$ cat src/design/lcts_pkg.sv
// Shared types and constants for the load cell tare / calibrate / scale block.
// Used by every module of the block and by its checker; depends on nothing.
`default_nettype none

package lcts_pkg;

  // Number of samples averaged for a tare and for a calibration (1 to 256).
  localparam int TARE_SAMPLES = 16;
  localparam int CAL_SAMPLES  = 16;

  localparam int TARE_LIM_I = (TARE_SAMPLES < 1) ? 1 : (TARE_SAMPLES > 256) ? 256 : TARE_SAMPLES;
  localparam int CAL_LIM_I  = (CAL_SAMPLES < 1) ? 1 : (CAL_SAMPLES > 256) ? 256 : CAL_SAMPLES;
  localparam logic [8:0] TARE_LIM = TARE_LIM_I[8:0];
  localparam logic [8:0] CAL_LIM  = CAL_LIM_I[8:0];

  localparam int CODE_W = 24;
  localparam int MEAS_W = 48;
  localparam int STAT_W = 3;
  localparam int SUM_W  = 34;
  localparam int CNT_W  = 9;
  localparam int FAC_W  = 32;
  localparam int DIVD_W = 40;  // dividend: weight shifted left by 16
  localparam int DIVS_W = 24;  // divisor: mean

  // Mean by reciprocal multiply: a full sum is below count * 2^24, so a shift of
  // 24 + 2 * clog2(count) with a rounded-up reciprocal gives the exact quotient.
  localparam int MEAN_IN_W = 32;  // sum bits that feed the mean
  localparam int RECIP_W   = 33;
  localparam int TARE_SH   = CODE_W + 2 * $clog2(TARE_LIM_I);
  localparam int CAL_SH    = CODE_W + 2 * $clog2(CAL_LIM_I);
  localparam logic [RECIP_W-1:0] TARE_RECIP =
    RECIP_W'(((64'd1 << TARE_SH) + 64'(TARE_LIM_I) - 64'd1) / 64'(TARE_LIM_I));
  localparam logic [RECIP_W-1:0] CAL_RECIP =
    RECIP_W'(((64'd1 << CAL_SH) + 64'(CAL_LIM_I) - 64'd1) / 64'(CAL_LIM_I));

  localparam logic [CODE_W-1:0] SIGN_FLIP  = 24'h800000;
  localparam logic [FAC_W-1:0]  UNITY_GAIN = 32'h0001_0000;

  // Mode register codes.
  localparam logic [1:0] MODE_MEASURE = 2'd0;
  localparam logic [1:0] MODE_TARE    = 2'd1;
  localparam logic [1:0] MODE_CAL     = 2'd2;

  // Register indexes on the configuration port.
  localparam logic REG_MODE   = 1'b0;
  localparam logic REG_WEIGHT = 1'b1;

  // Result status codes.
  localparam logic [STAT_W-1:0] ST_MEASURED   = 3'd0;
  localparam logic [STAT_W-1:0] ST_COLLECTING = 3'd1;
  localparam logic [STAT_W-1:0] ST_TARE_DONE  = 3'd2;
  localparam logic [STAT_W-1:0] ST_CAL_DONE   = 3'd3;
  localparam logic [STAT_W-1:0] ST_CAL_ERR    = 3'd4;

  // Commands from the controller to the datapath.
  typedef struct packed {
    logic load;      // capture the input code
    logic acc;       // add the sample into the running sum
    logic mul;       // register difference times factor
    logic meas_res;  // result: measurement
    logic coll_res;  // result: still collecting
    logic err_res;   // result: calibration error
    logic tare_upd;  // store mean as tare, result: tare done
    logic fac_upd;   // store factor, result: calibration done
    logic mean_ld;   // register the mean of the running sum
    logic div_fac;   // start divider: weight over mean
    logic clear;     // restart collection
    logic out_load;  // move the result into the output register
  } lcts_cmd_t;

  // Status from the datapath to the controller.
  typedef struct packed {
    logic mode_tare;
    logic mode_cal;
    logic full;       // enough samples collected
    logic sum_nonpos; // sum is zero or negative
    logic div_done;
    logic mean_zero;
  } lcts_sts_t;

endpackage

`default_nettype wire

$ cat src/design/lcts_ifs.sv
// Valid/ready channel interfaces for converter words and results.
// Depends on lcts_pkg for field widths.
`default_nettype none

interface lcts_in_if;
  logic                        valid;
  logic                        ready;
  logic [lcts_pkg::CODE_W-1:0] adc_code;

  modport source (output valid, output adc_code, input ready);
  modport sink   (input valid, input adc_code, output ready);
endinterface

interface lcts_out_if;
  logic                               valid;
  logic                               ready;
  logic signed [lcts_pkg::MEAS_W-1:0] measurement;
  logic        [lcts_pkg::STAT_W-1:0] status;

  modport source (output valid, output measurement, output status, input ready);
  modport sink   (input valid, input measurement, input status, output ready);
endinterface

`default_nettype wire

$ cat src/design/load_cell_tare_calibrate_scale.sv
// Top level of the load cell tare / calibrate / scale block.
// Depends on lcts_pkg, lcts_ifs, lcts_ctrl and lcts_dp.
`default_nettype none

// Channel   Direction  Payload                              Transfer when
// in_ch     sink       adc_code[23:0]                       valid & ready
// out_ch    source     measurement[47:0] s, status[2:0]     valid & ready
// cfg_*     input      cfg_index (0 mode, 1 cal_weight),    cfg_we high
//                      cfg_wdata[23:0]
//
// A measurement, a sample still being collected or a calibration with a
// non-positive sum takes the shortest path; a sample that completes a tare
// or gives a zero mean adds one reciprocal multiply by the sample count, and
// one that completes a calibration adds a 40-step divide of weight by mean.
// One item is in flight at a time; in_ch.ready is high only while the controller
// is idle, and a result waiting in the output register lets the next item in.
// Reset is synchronous and active low.

module load_cell_tare_calibrate_scale (
  input  wire logic                         clk,
  input  wire logic                         rst_n,
  lcts_in_if.sink                           in_ch,
  lcts_out_if.source                        out_ch,
  input  wire logic                         cfg_we,
  input  wire logic                         cfg_index,
  input  wire logic [lcts_pkg::CODE_W-1:0]  cfg_wdata
);

  lcts_pkg::lcts_cmd_t cmd;
  lcts_pkg::lcts_sts_t sts;
  logic                in_ready;
  logic                out_valid;

  // Controller: sequences the steps of each item and the two handshakes.
  lcts_ctrl u_ctrl (
    .clk       (clk),
    .rst_n     (rst_n),
    .in_valid  (in_ch.valid),
    .in_ready  (in_ready),
    .out_valid (out_valid),
    .out_ready (out_ch.ready),
    .sts       (sts),
    .cmd       (cmd)
  );

  // Datapath: registers, multipliers, divider and result/output registers.
  lcts_dp u_dp (
    .clk        (clk),
    .rst_n      (rst_n),
    .cfg_we     (cfg_we),
    .cfg_index  (cfg_index),
    .cfg_wdata  (cfg_wdata),
    .in_code    (in_ch.adc_code),
    .cmd        (cmd),
    .sts        (sts),
    .out_meas   (out_ch.measurement),
    .out_status (out_ch.status)
  );

  assign in_ch.ready  = in_ready;
  assign out_ch.valid = out_valid;

endmodule

`default_nettype wire

$ cat src/design/lcts_div.sv
// Restoring unsigned divider, one quotient bit per cycle.
// Depends on lcts_pkg for operand widths.
`default_nettype none

module lcts_div (
  input  wire logic                          clk,
  input  wire logic                          rst_n,
  input  wire logic                          start,
  input  wire logic [lcts_pkg::DIVD_W-1:0]   dividend,
  input  wire logic [lcts_pkg::DIVS_W-1:0]   divisor,
  output logic                               done,
  output logic [lcts_pkg::DIVD_W-1:0]        quotient
);

  localparam int STEP_W = $clog2(lcts_pkg::DIVD_W + 1);
  localparam logic [STEP_W-1:0] STEPS = lcts_pkg::DIVD_W[STEP_W-1:0];

  logic [STEP_W-1:0]              cnt_r, cnt_nxt;
  logic                           done_r, done_nxt;
  logic [lcts_pkg::DIVS_W-1:0]    rem_r, rem_nxt;
  logic [lcts_pkg::DIVD_W-1:0]    quo_r, quo_nxt;
  logic [lcts_pkg::DIVS_W-1:0]    dvs_r, dvs_nxt;
  logic [lcts_pkg::DIVS_W:0]      shifted;
  logic [lcts_pkg::DIVS_W:0]      trial;
  logic                           ge;

  assign shifted = {rem_r, quo_r[lcts_pkg::DIVD_W-1]};
  assign trial   = shifted - {1'b0, dvs_r};
  assign ge      = (shifted >= {1'b0, dvs_r});

  always_comb begin
    cnt_nxt  = cnt_r;
    rem_nxt  = rem_r;
    quo_nxt  = quo_r;
    dvs_nxt  = dvs_r;
    done_nxt = 1'b0;
    if (start) begin
      cnt_nxt = STEPS;
      rem_nxt = '0;
      quo_nxt = dividend;
      dvs_nxt = divisor;
    end else if (cnt_r != '0) begin
      cnt_nxt  = cnt_r - 1'b1;
      rem_nxt  = ge ? trial[lcts_pkg::DIVS_W-1:0] : shifted[lcts_pkg::DIVS_W-1:0];
      quo_nxt  = {quo_r[lcts_pkg::DIVD_W-2:0], ge};
      done_nxt = (cnt_r == {{(STEP_W-1){1'b0}}, 1'b1});
    end
  end

  always_ff @(posedge clk) begin
    if (!rst_n) begin
      cnt_r  <= '0;
      done_r <= 1'b0;
    end else begin
      cnt_r  <= cnt_nxt;
      done_r <= done_nxt;
    end
    rem_r <= rem_nxt;
    quo_r <= quo_nxt;
    dvs_r <= dvs_nxt;
  end

  assign done     = done_r;
  assign quotient = quo_r;

endmodule

`default_nettype wire

$ cat src/design/lcts_dp.sv
// Datapath: configuration registers, tare, factor, running sum, multipliers,
// divider and result registers. Depends on lcts_pkg and lcts_div.
`default_nettype none

module lcts_dp (
  input  wire logic                               clk,
  input  wire logic                               rst_n,
  input  wire logic                               cfg_we,
  input  wire logic                               cfg_index,
  input  wire logic [lcts_pkg::CODE_W-1:0]        cfg_wdata,
  input  wire logic [lcts_pkg::CODE_W-1:0]        in_code,
  input  wire lcts_pkg::lcts_cmd_t                cmd,
  output lcts_pkg::lcts_sts_t                     sts,
  output logic signed [lcts_pkg::MEAS_W-1:0]      out_meas,
  output logic        [lcts_pkg::STAT_W-1:0]      out_status
);

  localparam int PROD_W = lcts_pkg::CODE_W + 1 + lcts_pkg::FAC_W + 1;

  logic [1:0]                          mode_r;
  logic [lcts_pkg::CODE_W-1:0]         weight_r;
  logic [lcts_pkg::CODE_W-1:0]         tare_r;
  logic [lcts_pkg::FAC_W-1:0]          factor_r;
  logic signed [lcts_pkg::SUM_W-1:0]   sum_r;
  logic [lcts_pkg::CNT_W-1:0]          cnt_r;
  logic [lcts_pkg::CODE_W-1:0]         code_r;
  logic signed [PROD_W-1:0]            prod_r;
  logic [lcts_pkg::DIVS_W-1:0]         mean_r;
  logic signed [lcts_pkg::MEAS_W-1:0]  res_meas_r;
  logic [lcts_pkg::STAT_W-1:0]         res_stat_r;
  logic signed [lcts_pkg::MEAS_W-1:0]  out_meas_r;
  logic [lcts_pkg::STAT_W-1:0]         out_stat_r;

  logic signed [lcts_pkg::CODE_W:0]    diff;
  logic signed [lcts_pkg::SUM_W-1:0]   sample;
  logic                                mode_tare;
  logic                                mode_cal;
  logic                                div_start;
  logic [lcts_pkg::DIVD_W-1:0]         div_dvd;
  logic [lcts_pkg::DIVS_W-1:0]         div_dvs;
  logic                                div_done;
  logic [lcts_pkg::DIVD_W-1:0]         div_quo;
  logic [lcts_pkg::FAC_W-1:0]          fac_sat;
  logic [lcts_pkg::CNT_W-1:0]          lim;
  logic [lcts_pkg::RECIP_W-1:0]        recip;
  logic [lcts_pkg::MEAN_IN_W+lcts_pkg::RECIP_W-1:0] mean_prod;
  logic [lcts_pkg::DIVS_W-1:0]         mean_val;

  assign mode_tare = (mode_r == lcts_pkg::MODE_TARE);
  assign mode_cal  = (mode_r == lcts_pkg::MODE_CAL);
  assign lim       = mode_tare ? lcts_pkg::TARE_LIM : lcts_pkg::CAL_LIM;

  assign diff   = $signed({1'b0, code_r}) - $signed({1'b0, tare_r});
  assign sample = mode_tare ? $signed({{(lcts_pkg::SUM_W-lcts_pkg::CODE_W){1'b0}}, code_r})
                            : {{(lcts_pkg::SUM_W-lcts_pkg::CODE_W-1){diff[lcts_pkg::CODE_W]}},
                               diff};

  // Mean of a full, non-negative sum: multiply by the reciprocal of the count.
  assign recip     = mode_tare ? lcts_pkg::TARE_RECIP : lcts_pkg::CAL_RECIP;
  assign mean_prod = sum_r[lcts_pkg::MEAN_IN_W-1:0] * recip;
  assign mean_val  = mode_tare ? mean_prod[lcts_pkg::TARE_SH +: lcts_pkg::DIVS_W]
                               : mean_prod[lcts_pkg::CAL_SH +: lcts_pkg::DIVS_W];

  // Divider operands: the weight over the mean.
  assign div_start = cmd.div_fac;
  assign div_dvd   = {weight_r, 16'h0000};
  assign div_dvs   = mean_r;

  assign fac_sat = (div_quo[lcts_pkg::DIVD_W-1:lcts_pkg::FAC_W] != '0) ? '1
                   : div_quo[lcts_pkg::FAC_W-1:0];

  lcts_div u_div (
    .clk      (clk),
    .rst_n    (rst_n),
    .start    (div_start),
    .dividend (div_dvd),
    .divisor  (div_dvs),
    .done     (div_done),
    .quotient (div_quo)
  );

  always_ff @(posedge clk) begin
    if (!rst_n) begin
      mode_r   <= lcts_pkg::MODE_MEASURE;
      weight_r <= '0;
      tare_r   <= '0;
      factor_r <= lcts_pkg::UNITY_GAIN;
      sum_r    <= '0;
      cnt_r    <= '0;
    end else begin
      if (cfg_we && cfg_index == lcts_pkg::REG_WEIGHT) begin
        weight_r <= cfg_wdata;
      end
      if (cfg_we && cfg_index == lcts_pkg::REG_MODE) begin
        mode_r <= cfg_wdata[1:0];
        sum_r  <= '0;
        cnt_r  <= '0;
      end else if (cmd.clear) begin
        sum_r <= '0;
        cnt_r <= '0;
      end else if (cmd.acc) begin
        sum_r <= sum_r + sample;
        cnt_r <= cnt_r + 1'b1;
      end
      if (cmd.tare_upd) begin
        tare_r <= mean_r;
      end
      if (cmd.fac_upd) begin
        factor_r <= fac_sat;
      end
    end
  end

  // Payload registers.
  always_ff @(posedge clk) begin
    if (cmd.load) begin
      code_r <= in_code ^ lcts_pkg::SIGN_FLIP;
    end
    if (cmd.mul) begin
      prod_r <= diff * $signed({1'b0, factor_r});
    end
    if (cmd.mean_ld) begin
      mean_r <= mean_val;
    end
    if (cmd.meas_res) begin
      // arithmetic shift gives the floor of the Q16 product
      res_meas_r <= {{(lcts_pkg::MEAS_W-(PROD_W-16)){prod_r[PROD_W-1]}}, prod_r[PROD_W-1:16]};
      res_stat_r <= lcts_pkg::ST_MEASURED;
    end else if (cmd.coll_res) begin
      res_meas_r <= '0;
      res_stat_r <= lcts_pkg::ST_COLLECTING;
    end else if (cmd.err_res) begin
      res_meas_r <= '0;
      res_stat_r <= lcts_pkg::ST_CAL_ERR;
    end else if (cmd.tare_upd) begin
      res_meas_r <= '0;
      res_stat_r <= lcts_pkg::ST_TARE_DONE;
    end else if (cmd.fac_upd) begin
      res_meas_r <= '0;
      res_stat_r <= lcts_pkg::ST_CAL_DONE;
    end
    if (cmd.out_load) begin
      out_meas_r <= res_meas_r;
      out_stat_r <= res_stat_r;
    end
  end

  assign sts.mode_tare  = mode_tare;
  assign sts.mode_cal   = mode_cal;
  assign sts.full       = (cnt_r >= lim);
  assign sts.sum_nonpos = sum_r[lcts_pkg::SUM_W-1] | (sum_r == '0);
  assign sts.div_done   = div_done;
  assign sts.mean_zero  = (mean_r == '0);

  assign out_meas   = out_meas_r;
  assign out_status = out_stat_r;

endmodule

`default_nettype wire

$ cat src/design/lcts_ctrl.sv
// Controller: sequences one item through accumulate, multiply or divide steps
// and owns the handshakes. Depends on lcts_pkg for command and status structs.
`default_nettype none

module lcts_ctrl (
  input  wire logic                 clk,
  input  wire logic                 rst_n,
  input  wire logic                 in_valid,
  output logic                      in_ready,
  output logic                      out_valid,
  input  wire logic                 out_ready,
  input  wire lcts_pkg::lcts_sts_t  sts,
  output lcts_pkg::lcts_cmd_t       cmd
);

  typedef enum logic [6:0] {
    S_IDLE = 7'b0000001,
    S_EXEC = 7'b0000010,
    S_MEAS = 7'b0000100,
    S_FIN  = 7'b0001000,
    S_MEAN = 7'b0010000,
    S_DIVF = 7'b0100000,
    S_DONE = 7'b1000000
  } state_t;

  state_t state_r, state_nxt;
  logic   out_valid_r, out_valid_nxt;

  always_comb begin
    state_nxt = state_r;
    cmd       = '0;
    in_ready  = 1'b0;
    case (state_r)
      S_IDLE: begin
        in_ready = 1'b1;
        if (in_valid) begin
          cmd.load  = 1'b1;
          state_nxt = S_EXEC;
        end
      end
      S_EXEC: begin
        if (sts.mode_tare || sts.mode_cal) begin
          cmd.acc   = 1'b1;
          state_nxt = S_FIN;
        end else begin
          cmd.mul   = 1'b1;
          state_nxt = S_MEAS;
        end
      end
      S_MEAS: begin
        cmd.meas_res = 1'b1;
        state_nxt    = S_DONE;
      end
      S_FIN: begin
        if (!sts.full) begin
          cmd.coll_res = 1'b1;
          state_nxt    = S_DONE;
        end else if (sts.mode_cal && sts.sum_nonpos) begin
          cmd.err_res = 1'b1;
          cmd.clear   = 1'b1;
          state_nxt   = S_DONE;
        end else begin
          cmd.mean_ld = 1'b1;
          state_nxt   = S_MEAN;
        end
      end
      S_MEAN: begin
        if (sts.mode_tare) begin
          cmd.tare_upd = 1'b1;
          cmd.clear    = 1'b1;
          state_nxt    = S_DONE;
        end else if (sts.mean_zero) begin
          cmd.err_res = 1'b1;
          cmd.clear   = 1'b1;
          state_nxt   = S_DONE;
        end else begin
          cmd.div_fac = 1'b1;
          state_nxt   = S_DIVF;
        end
      end
      S_DIVF: begin
        if (sts.div_done) begin
          cmd.fac_upd = 1'b1;
          cmd.clear   = 1'b1;
          state_nxt   = S_DONE;
        end
      end
      S_DONE: begin
        if (!out_valid_r || out_ready) begin
          cmd.out_load = 1'b1;
          state_nxt    = S_IDLE;
        end
      end
      default: begin
        state_nxt = S_IDLE;
      end
    endcase
  end

  always_comb begin
    out_valid_nxt = out_valid_r;
    if (cmd.out_load) begin
      out_valid_nxt = 1'b1;
    end else if (out_ready) begin
      out_valid_nxt = 1'b0;
    end
  end

  always_ff @(posedge clk) begin
    if (!rst_n) begin
      state_r     <= S_IDLE;
      out_valid_r <= 1'b0;
    end else begin
      state_r     <= state_nxt;
      out_valid_r <= out_valid_nxt;
    end
  end

  assign out_valid = out_valid_r;

endmodule

`default_nettype wire

$ cat src/flat_wrapper.sv
// flat-port wrapper written by rule: the top's interface ports become plain ports
module load_cell_tare_calibrate_scale_flat 
  (clk, rst_n, cfg_we, cfg_index, cfg_wdata, in_ch_valid, in_ch_adc_code, in_ch_ready, out_ch_valid, out_ch_measurement, out_ch_status, out_ch_ready);
  lcts_in_if in_ch_i ();
  lcts_out_if out_ch_i ();
  input  wire logic clk;
  input  wire logic rst_n;
  input  wire logic cfg_we;
  input  wire logic cfg_index;
  input  wire logic [lcts_pkg::CODE_W-1:0] cfg_wdata;
  input wire logic [$bits(in_ch_i.valid)-1:0] in_ch_valid;
  input wire logic [$bits(in_ch_i.adc_code)-1:0] in_ch_adc_code;
  output wire logic [$bits(in_ch_i.ready)-1:0] in_ch_ready;
  output wire logic [$bits(out_ch_i.valid)-1:0] out_ch_valid;
  output wire logic [$bits(out_ch_i.measurement)-1:0] out_ch_measurement;
  output wire logic [$bits(out_ch_i.status)-1:0] out_ch_status;
  input wire logic [$bits(out_ch_i.ready)-1:0] out_ch_ready;
  assign in_ch_i.valid = in_ch_valid;
  assign in_ch_i.adc_code = in_ch_adc_code;
  assign in_ch_ready = in_ch_i.ready;
  assign out_ch_valid = out_ch_i.valid;
  assign out_ch_measurement = out_ch_i.measurement;
  assign out_ch_status = out_ch_i.status;
  assign out_ch_i.ready = out_ch_ready;
  load_cell_tare_calibrate_scale u_core (.clk(clk), .rst_n(rst_n), .in_ch(in_ch_i), .out_ch(out_ch_i), .cfg_we(cfg_we), .cfg_index(cfg_index), .cfg_wdata(cfg_wdata));
endmodule
$ cat config.mk
export PLATFORM = sky130hd
export DESIGN_NAME = load_cell_tare_calibrate_scale_flat
export DESIGN_NICKNAME = d
export VERILOG_FILES = /design/src/design/lcts_pkg.sv /design/src/design/lcts_ifs.sv /design/src/design/load_cell_tare_calibrate_scale.sv /design/src/design/lcts_div.sv /design/src/design/lcts_dp.sv /design/src/design/lcts_ctrl.sv /design/src/flat_wrapper.sv
export SDC_FILE = /design/constraint.sdc
export NUM_CORES = 2
export LEC_CHECK = 0
export BUFFER_PORTS_ARGS = -buffer_cell sky130_fd_sc_hd__buf_2
export CORE_ASPECT_RATIO = 1.2
export CORE_MARGIN = 1.5
export CORE_UTILIZATION = 25
export DETAILED_ROUTE_END_ITERATION = 8
export SYNTH_ARGS = -nofsm -noshare
export SYNTH_HDL_FRONTEND = slang
export SYNTH_HIERARCHICAL = 1
export SYNTH_SLANG_ARGS = --single-unit
$ cat constraint.sdc
create_clock -name clk -period 12.5 [get_ports clk]
set_input_delay 1.25 -clock clk [delete_from_list [all_inputs] [get_ports clk]]
set_output_delay 1.25 -clock clk [all_outputs]
set_load 0.02 [all_outputs]
======== After elaboration in Yosys (flattened, before gate mapping) ========
Cells that the tools add are included.
Widths: inputs -> output; s select.
storage, ports and cells
  register bits after elaboration ......... 436
  bits of input ports ..................... 54
  logic and storage cells ................. 127
operators by class
  add/subtract/negate cells ............... 5
  multiply operators ...................... 1
  $lt $le $gt $ge ......................... 2
  eq/ne operators ......................... 13
  muxes and demuxes ....................... 55
  bitwise operators ....................... 5
  reductions and logical operators ........ 22
operators with widths
  cell                 count
  $mux 48              5
  $mux 40              2
  $mul 25x33->58       1
  $mux 7               7
  $pmux 7 s7           1
  $add 34x34->34       1
  $logic_not 34->1     1
  $mux 34              1
  $mux 32              1
  $mux 1               28
  $ge 25x24->1         1
  $sub 24x24->25       1
  $logic_not 24->1     1
  $mux 24              1
  $sub 24x24->24       1
  $mux 6               2
  $add 9x1->9 const B  1
  $ge 9x5->1 const B   1
  $mux 3               3
  $reduce_or 3->1      3
  $reduce_bool 8->1    1
  $eq 7x1->1 const B   1
  $eq 7x2->1 const B   1
  $eq 7x3->1 const B   1
  25 further kinds     36

======== Depth between registers and ports, before layout ========
  word-level depth ........................ 9
  gate-level depth with buffers ........... 39
  gate-level depth less buffers ........... 38

======== Modules after synthesis ========
Netlist, hierarchy kept.
modules (own cells, without submodules)
  module     instances  cells each  area each (µm²)  sequential area each (µm²)
  lcts_dp    1          4033        39112.5          7877.6
  lcts_div   1          472         5195.0           2542.4
  lcts_ctrl  1          72          618.1            160.2

======== Worst setup path before layout ========
OpenSTA, ideal clock, no wires.
  path type ............................... register to register
  from .................................... reg u_core/u_dp/code_r[0] in the netlist's numbering
  to ...................................... reg u_core.u_dp.prod_r[54] (data pin)
  arrival ................................. 8364 ps
  slack ................................... 3872 ps
  cell stages (with the launch flop) ...... 38
  period minus slack after synthesis ...... 8628 ps
  cells stage by stage .................... edfxtp_1 -> inv_1 -> ha_1 -> inv_1 -> fa_1 -> a21o_1 -> a21oi_1 -> o21ai_2 -> a211oi_2 -> nor2_1 -> a21o_1 -> a21oi_1 -> xnor2_1 -> clkbuf_1 -> nand2_1 -> fa_1 -> inv_1 -> fa_1 -> [... 2 more ...] -> inv_1 -> fa_1 -> fa_1 -> fa_1 -> inv_1 -> fa_1 -> inv_1 -> ha_1 -> a21oi_1 -> o21ai_0 -> nor3_1 -> nor2_1 -> a31oi_1 -> a31oi_4 -> a31oi_4 -> nor3_1 -> a2111oi_2 -> xnor2_1
between the ends
  cells in the longest elaborated chain, start to end .. 2
ends and longest elaborated chain
  item                    line            source
  start, declared         lcts_dp.sv:26   logic [lcts_pkg::CODE_W-1:0] code_r;
  start signal, assigned  lcts_dp.sv:117  code_r <= in_code ^ lcts_pkg::SIGN_FLIP;
  $sub 24x24->25          lcts_dp.sv:53   assign diff = $signed({1'b0, code_r}) - $signed({1'b0, tare_r});
  $mul 25x33->58          lcts_dp.sv:120  prod_r <= diff * $signed({1'b0, factor_r});
  end signal, assigned    lcts_dp.sv:120
  end, declared           lcts_dp.sv:27   logic signed [PROD_W-1:0] prod_r;
Every way passes these cells.
A chain may end at the register's enable or synchronous reset.

======== Worst setup path after layout ========
  from .................................... reg u_core/u_dp/code_r[2] in the netlist's numbering
  to ...................................... reg u_core.u_dp.prod_r[43] (data pin)
The elaborated chain is that of the path after synthesis.

==> metrics.yaml <==
status: "finished, final reports clean"
vias: 31800
wire_per_inst_um: 17.9
powerDensity_mw_per_mm2: 101
power.leakage_nw: 22.1
hpwl_um: 93800
io_pins: 107
cts-buffers-inserted: 47
fillers: 18800
ant_nets: 0
cap_violations: 0
fin_crit_sh_pct: 84.2
numPortBuffers: 106
met3_usage_pct: 2.06
drc_errors: 0
setup_violations: 0
grt-ovfl-total: 0
synth_area_leaders: "fa_1 31%, edfxtp_1 16%, ha_1 8.6%, dfxtp_1 7.4%, inv_1 6.7%"
antenna_found_initial: 1
syn_area_per_cell_um2: 9.82
worst_slack_ps: 1980
yosysSeqAreaShare_pct: 23.6
die_y_um: 467
layout_commonest_cell: "inv_1"
cp.arrival_ps: 10900
die_width_um: 390
worstSetupStartpoint: "u_core/u_dp/code_r[2]"
synth.top_cell.area_share_pct: 30.7
clock_path_buffers: 3
tightest_slew_ps: 1260
reg2reg_from: "u_core/u_dp/code_r[2]"
rsz0062_at_grt: "false"
drive_above_1_share_pct: 9.24
cpPeakStageDelay_ps: 960
grt_max_degree: 72
grtUsageMet2_pct: 24.0
die_area_mm2: 0.182
final_cells: 6935
crit_type: "reg2reg"
peakVddDrop_mv: 0.114
async_flop_share_pct: 0
placed_cells: 6846
pre_cts_ws_ps: 2060
yosysTopAreaCell: "fa_1"
netlist_area_mm2: 0.0449
hp-start: "u_core/u_dp/res_meas_r[8]"
drt_iter0_drc: 2124
finalHoldViolations: 0
cpMostUsedCell: "fa_1"
wl_um: 124000
yosysWarnings: 6
nets: 5625
h-tree-depth: 2
tritoncts: "yes"
grt_pass1_vias: 34600
ys_ff_latch: 408
synth_flop_cell: "edfxtp_1"
syn-instance-count: 4577
cts_setup_buffers: 0
grtUsageMet1_pct: 16.9
fin_skew_ps: 60.1
cp_max_fo: 22
post-route-min-period_ps: 10520
end_kind: "flip-flop"
hp-class: "reg2reg"
num_rows: 170
grt_usage_pct: 13.7
syn_to_final_growth_pct: 10.8
gp_congestion: 0.880
final_util_pct: 27.9
fin_tns_setup_ps: 0
busiest_layer: "met2"
clockRootBuffer: "clkbuf_16"
core_mm2: 0.179
required_ps: 12880
clock_latency_ps: 670
grt_first_pass_wirelength_um: 195000
initial_core_util_pct: 25.1
whs_ps: 417
synth.distinct_cells: 101
mostFrequentLayoutCells: "803 x inv_1, 689 x fa_1, 637 x nand2_1"
slew_violations: 0
worst_setup_path_start_kind: "flip-flop"
path_clk_slew_ps: 60
cts_resized: 0
ctsHoldBuffers: 0
fmax_ghz: 0.0950
relSlewSlack_pct: 15.8
crit_slowest_cell: "xnor2_2"
viasPerCell: 4.59
cts.sinks: 408
synth_edf_count: 241
first_pass_iters: 5
Yosys cell counts, types with 9 or more instances:
cell        n
nand4_1    28
nor2b_1    75
a31oi_1     9
mux2_2     64
o22ai_1     9
mux2i_1    60
a211oi_1   27
and2_1    301
dfxtp_1   167
edfxtp_1  241
nand3_1    28
inv_1     804
nor2_1    149
o21a_1     21
nand2b_1   26
nor3b_1     9
o211ai_1   11
xor2_1     37
and3_1     11
buf_4      14
a21o_1     75
o221a_2    33
nor4_1     19
ha_1      309
xnor2_1    81
clkbuf_1  201
nor3_1     29
fa_1      689
a21boi_0   28
nand2_1   638
o21bai_1   21
a21oi_1   130
buf_1      19
or2_2      17
o21ai_0    56
power breakdown:
group	switching [mW]	leakage (nW)	total (mW)	internal, mW
clock	0.611	0.769	1.46	0.848
combinational	1.14	18.0	1.82	0.679
sequential	0.101	3.41	1.73	1.63
layout make-up:
| type | count | area (um^2) | share of cell area, % |
|---|---|---|---|
| multi-input combinational | 3134 | 30600 | 61.4 |
| sequential | 408 | 10600 | 21.3 |
| inverter | 804 | 3020 | 6.06 |
| tap | 2322 | 2910 | 5.84 |
| clock buffer | 58 | 1220 | 2.45 |
| timing repair buffer | 178 | 1070 | 2.15 |
| clock inverter | 29 | 408 | 0.819 |
| antenna | 2 | 5.00 | 0.0101 |
flip-flops by register name, indices dropped and copies added, names as in the netlist:
signal / count
u_core/u_ctrl/out_valid: 1
u_core/u_ctrl/state_r: 7
u_core/u_dp/cnt_r: 9
u_core/u_dp/code_r: 24
u_core/u_dp/div_dvs: 24
u_core/u_dp/factor_r: 32
u_core/u_dp/mode_r: 2
u_core/u_dp/out_meas: 42
u_core/u_dp/out_status: 3
u_core/u_dp/prod_r: 42
u_core/u_dp/res_meas_r: 42
u_core/u_dp/res_stat_r: 3
u_core/u_dp/sum_r: 34
u_core/u_dp/tare_r: 24
u_core/u_dp/u_div/cnt_r: 6
u_core/u_dp/u_div/done: 1
u_core/u_dp/u_div/dvs_r: 24
u_core/u_dp/u_div/quotient: 40
u_core/u_dp/u_div/rem_r: 24
u_core/u_dp/weight_r: 24
per-stage QoR:
step	power (mW)	cell area (um^2)
2_1_floorplan	3.06	45000
3_3_place_gp	3.54	48100
3_5_place_dp	3.58	48100
4_1_cts	5.06	49800
5_1_grt	5.32	49800
6_report	5.02	49800
cells by family after synthesis:
kind of cell    Yosys count  share of synthesized area, %
mux                     124                          2.94
other cells               1                       0.00835
buf+inv                1050                          8.98
compound gates          506                          8.04
xor+xnor                119                          2.34
fa+ha+maj               998                          39.3
simple gates           1371                          14.8
flops                   408                          23.6
critical path: cells and delay by family, from the launching register on:
| family | cells | cell delay (ps) |
|---|---|---|
| buffers and inverters | 4 | 620 |
| AND/OR/NAND/NOR | 4 | 770 |
| flip-flops | 1 | 400 |
| XOR/XNOR | 2 | 1110 |
| adder cells (fa/ha/maj) | 9 | 4360 |
| AO/OA/AOI/OAI | 10 | 2930 |
per-layer routing:
| metal | vias up | part of all wire, % | routed length [um] |
|---|---|---|---|
| li1 | 14400 | - | - |
| met1 | 16200 | 42 | 51900 |
| met2 | 976 | 49 | 60500 |
| met3 | 236 | 5.5 | 6810 |
| met4 | 0 | 3.8 | 4700 |
| met5 | - | 0 | 0 |
worst paths after layout:
path | endpoint | slack (ps) | cells after the start
setup / recovery | u_core/u_dp/prod_r[43] | 1980 | 29
hold / removal | u_core/u_dp/out_meas[8] | 420 | 0
setup reg to reg | u_core/u_dp/prod_r[43] | 1980 | 29
hold reg to reg | u_core/u_dp/out_meas[8] | 420 | 0
Power figures use the tool's default switching activity.
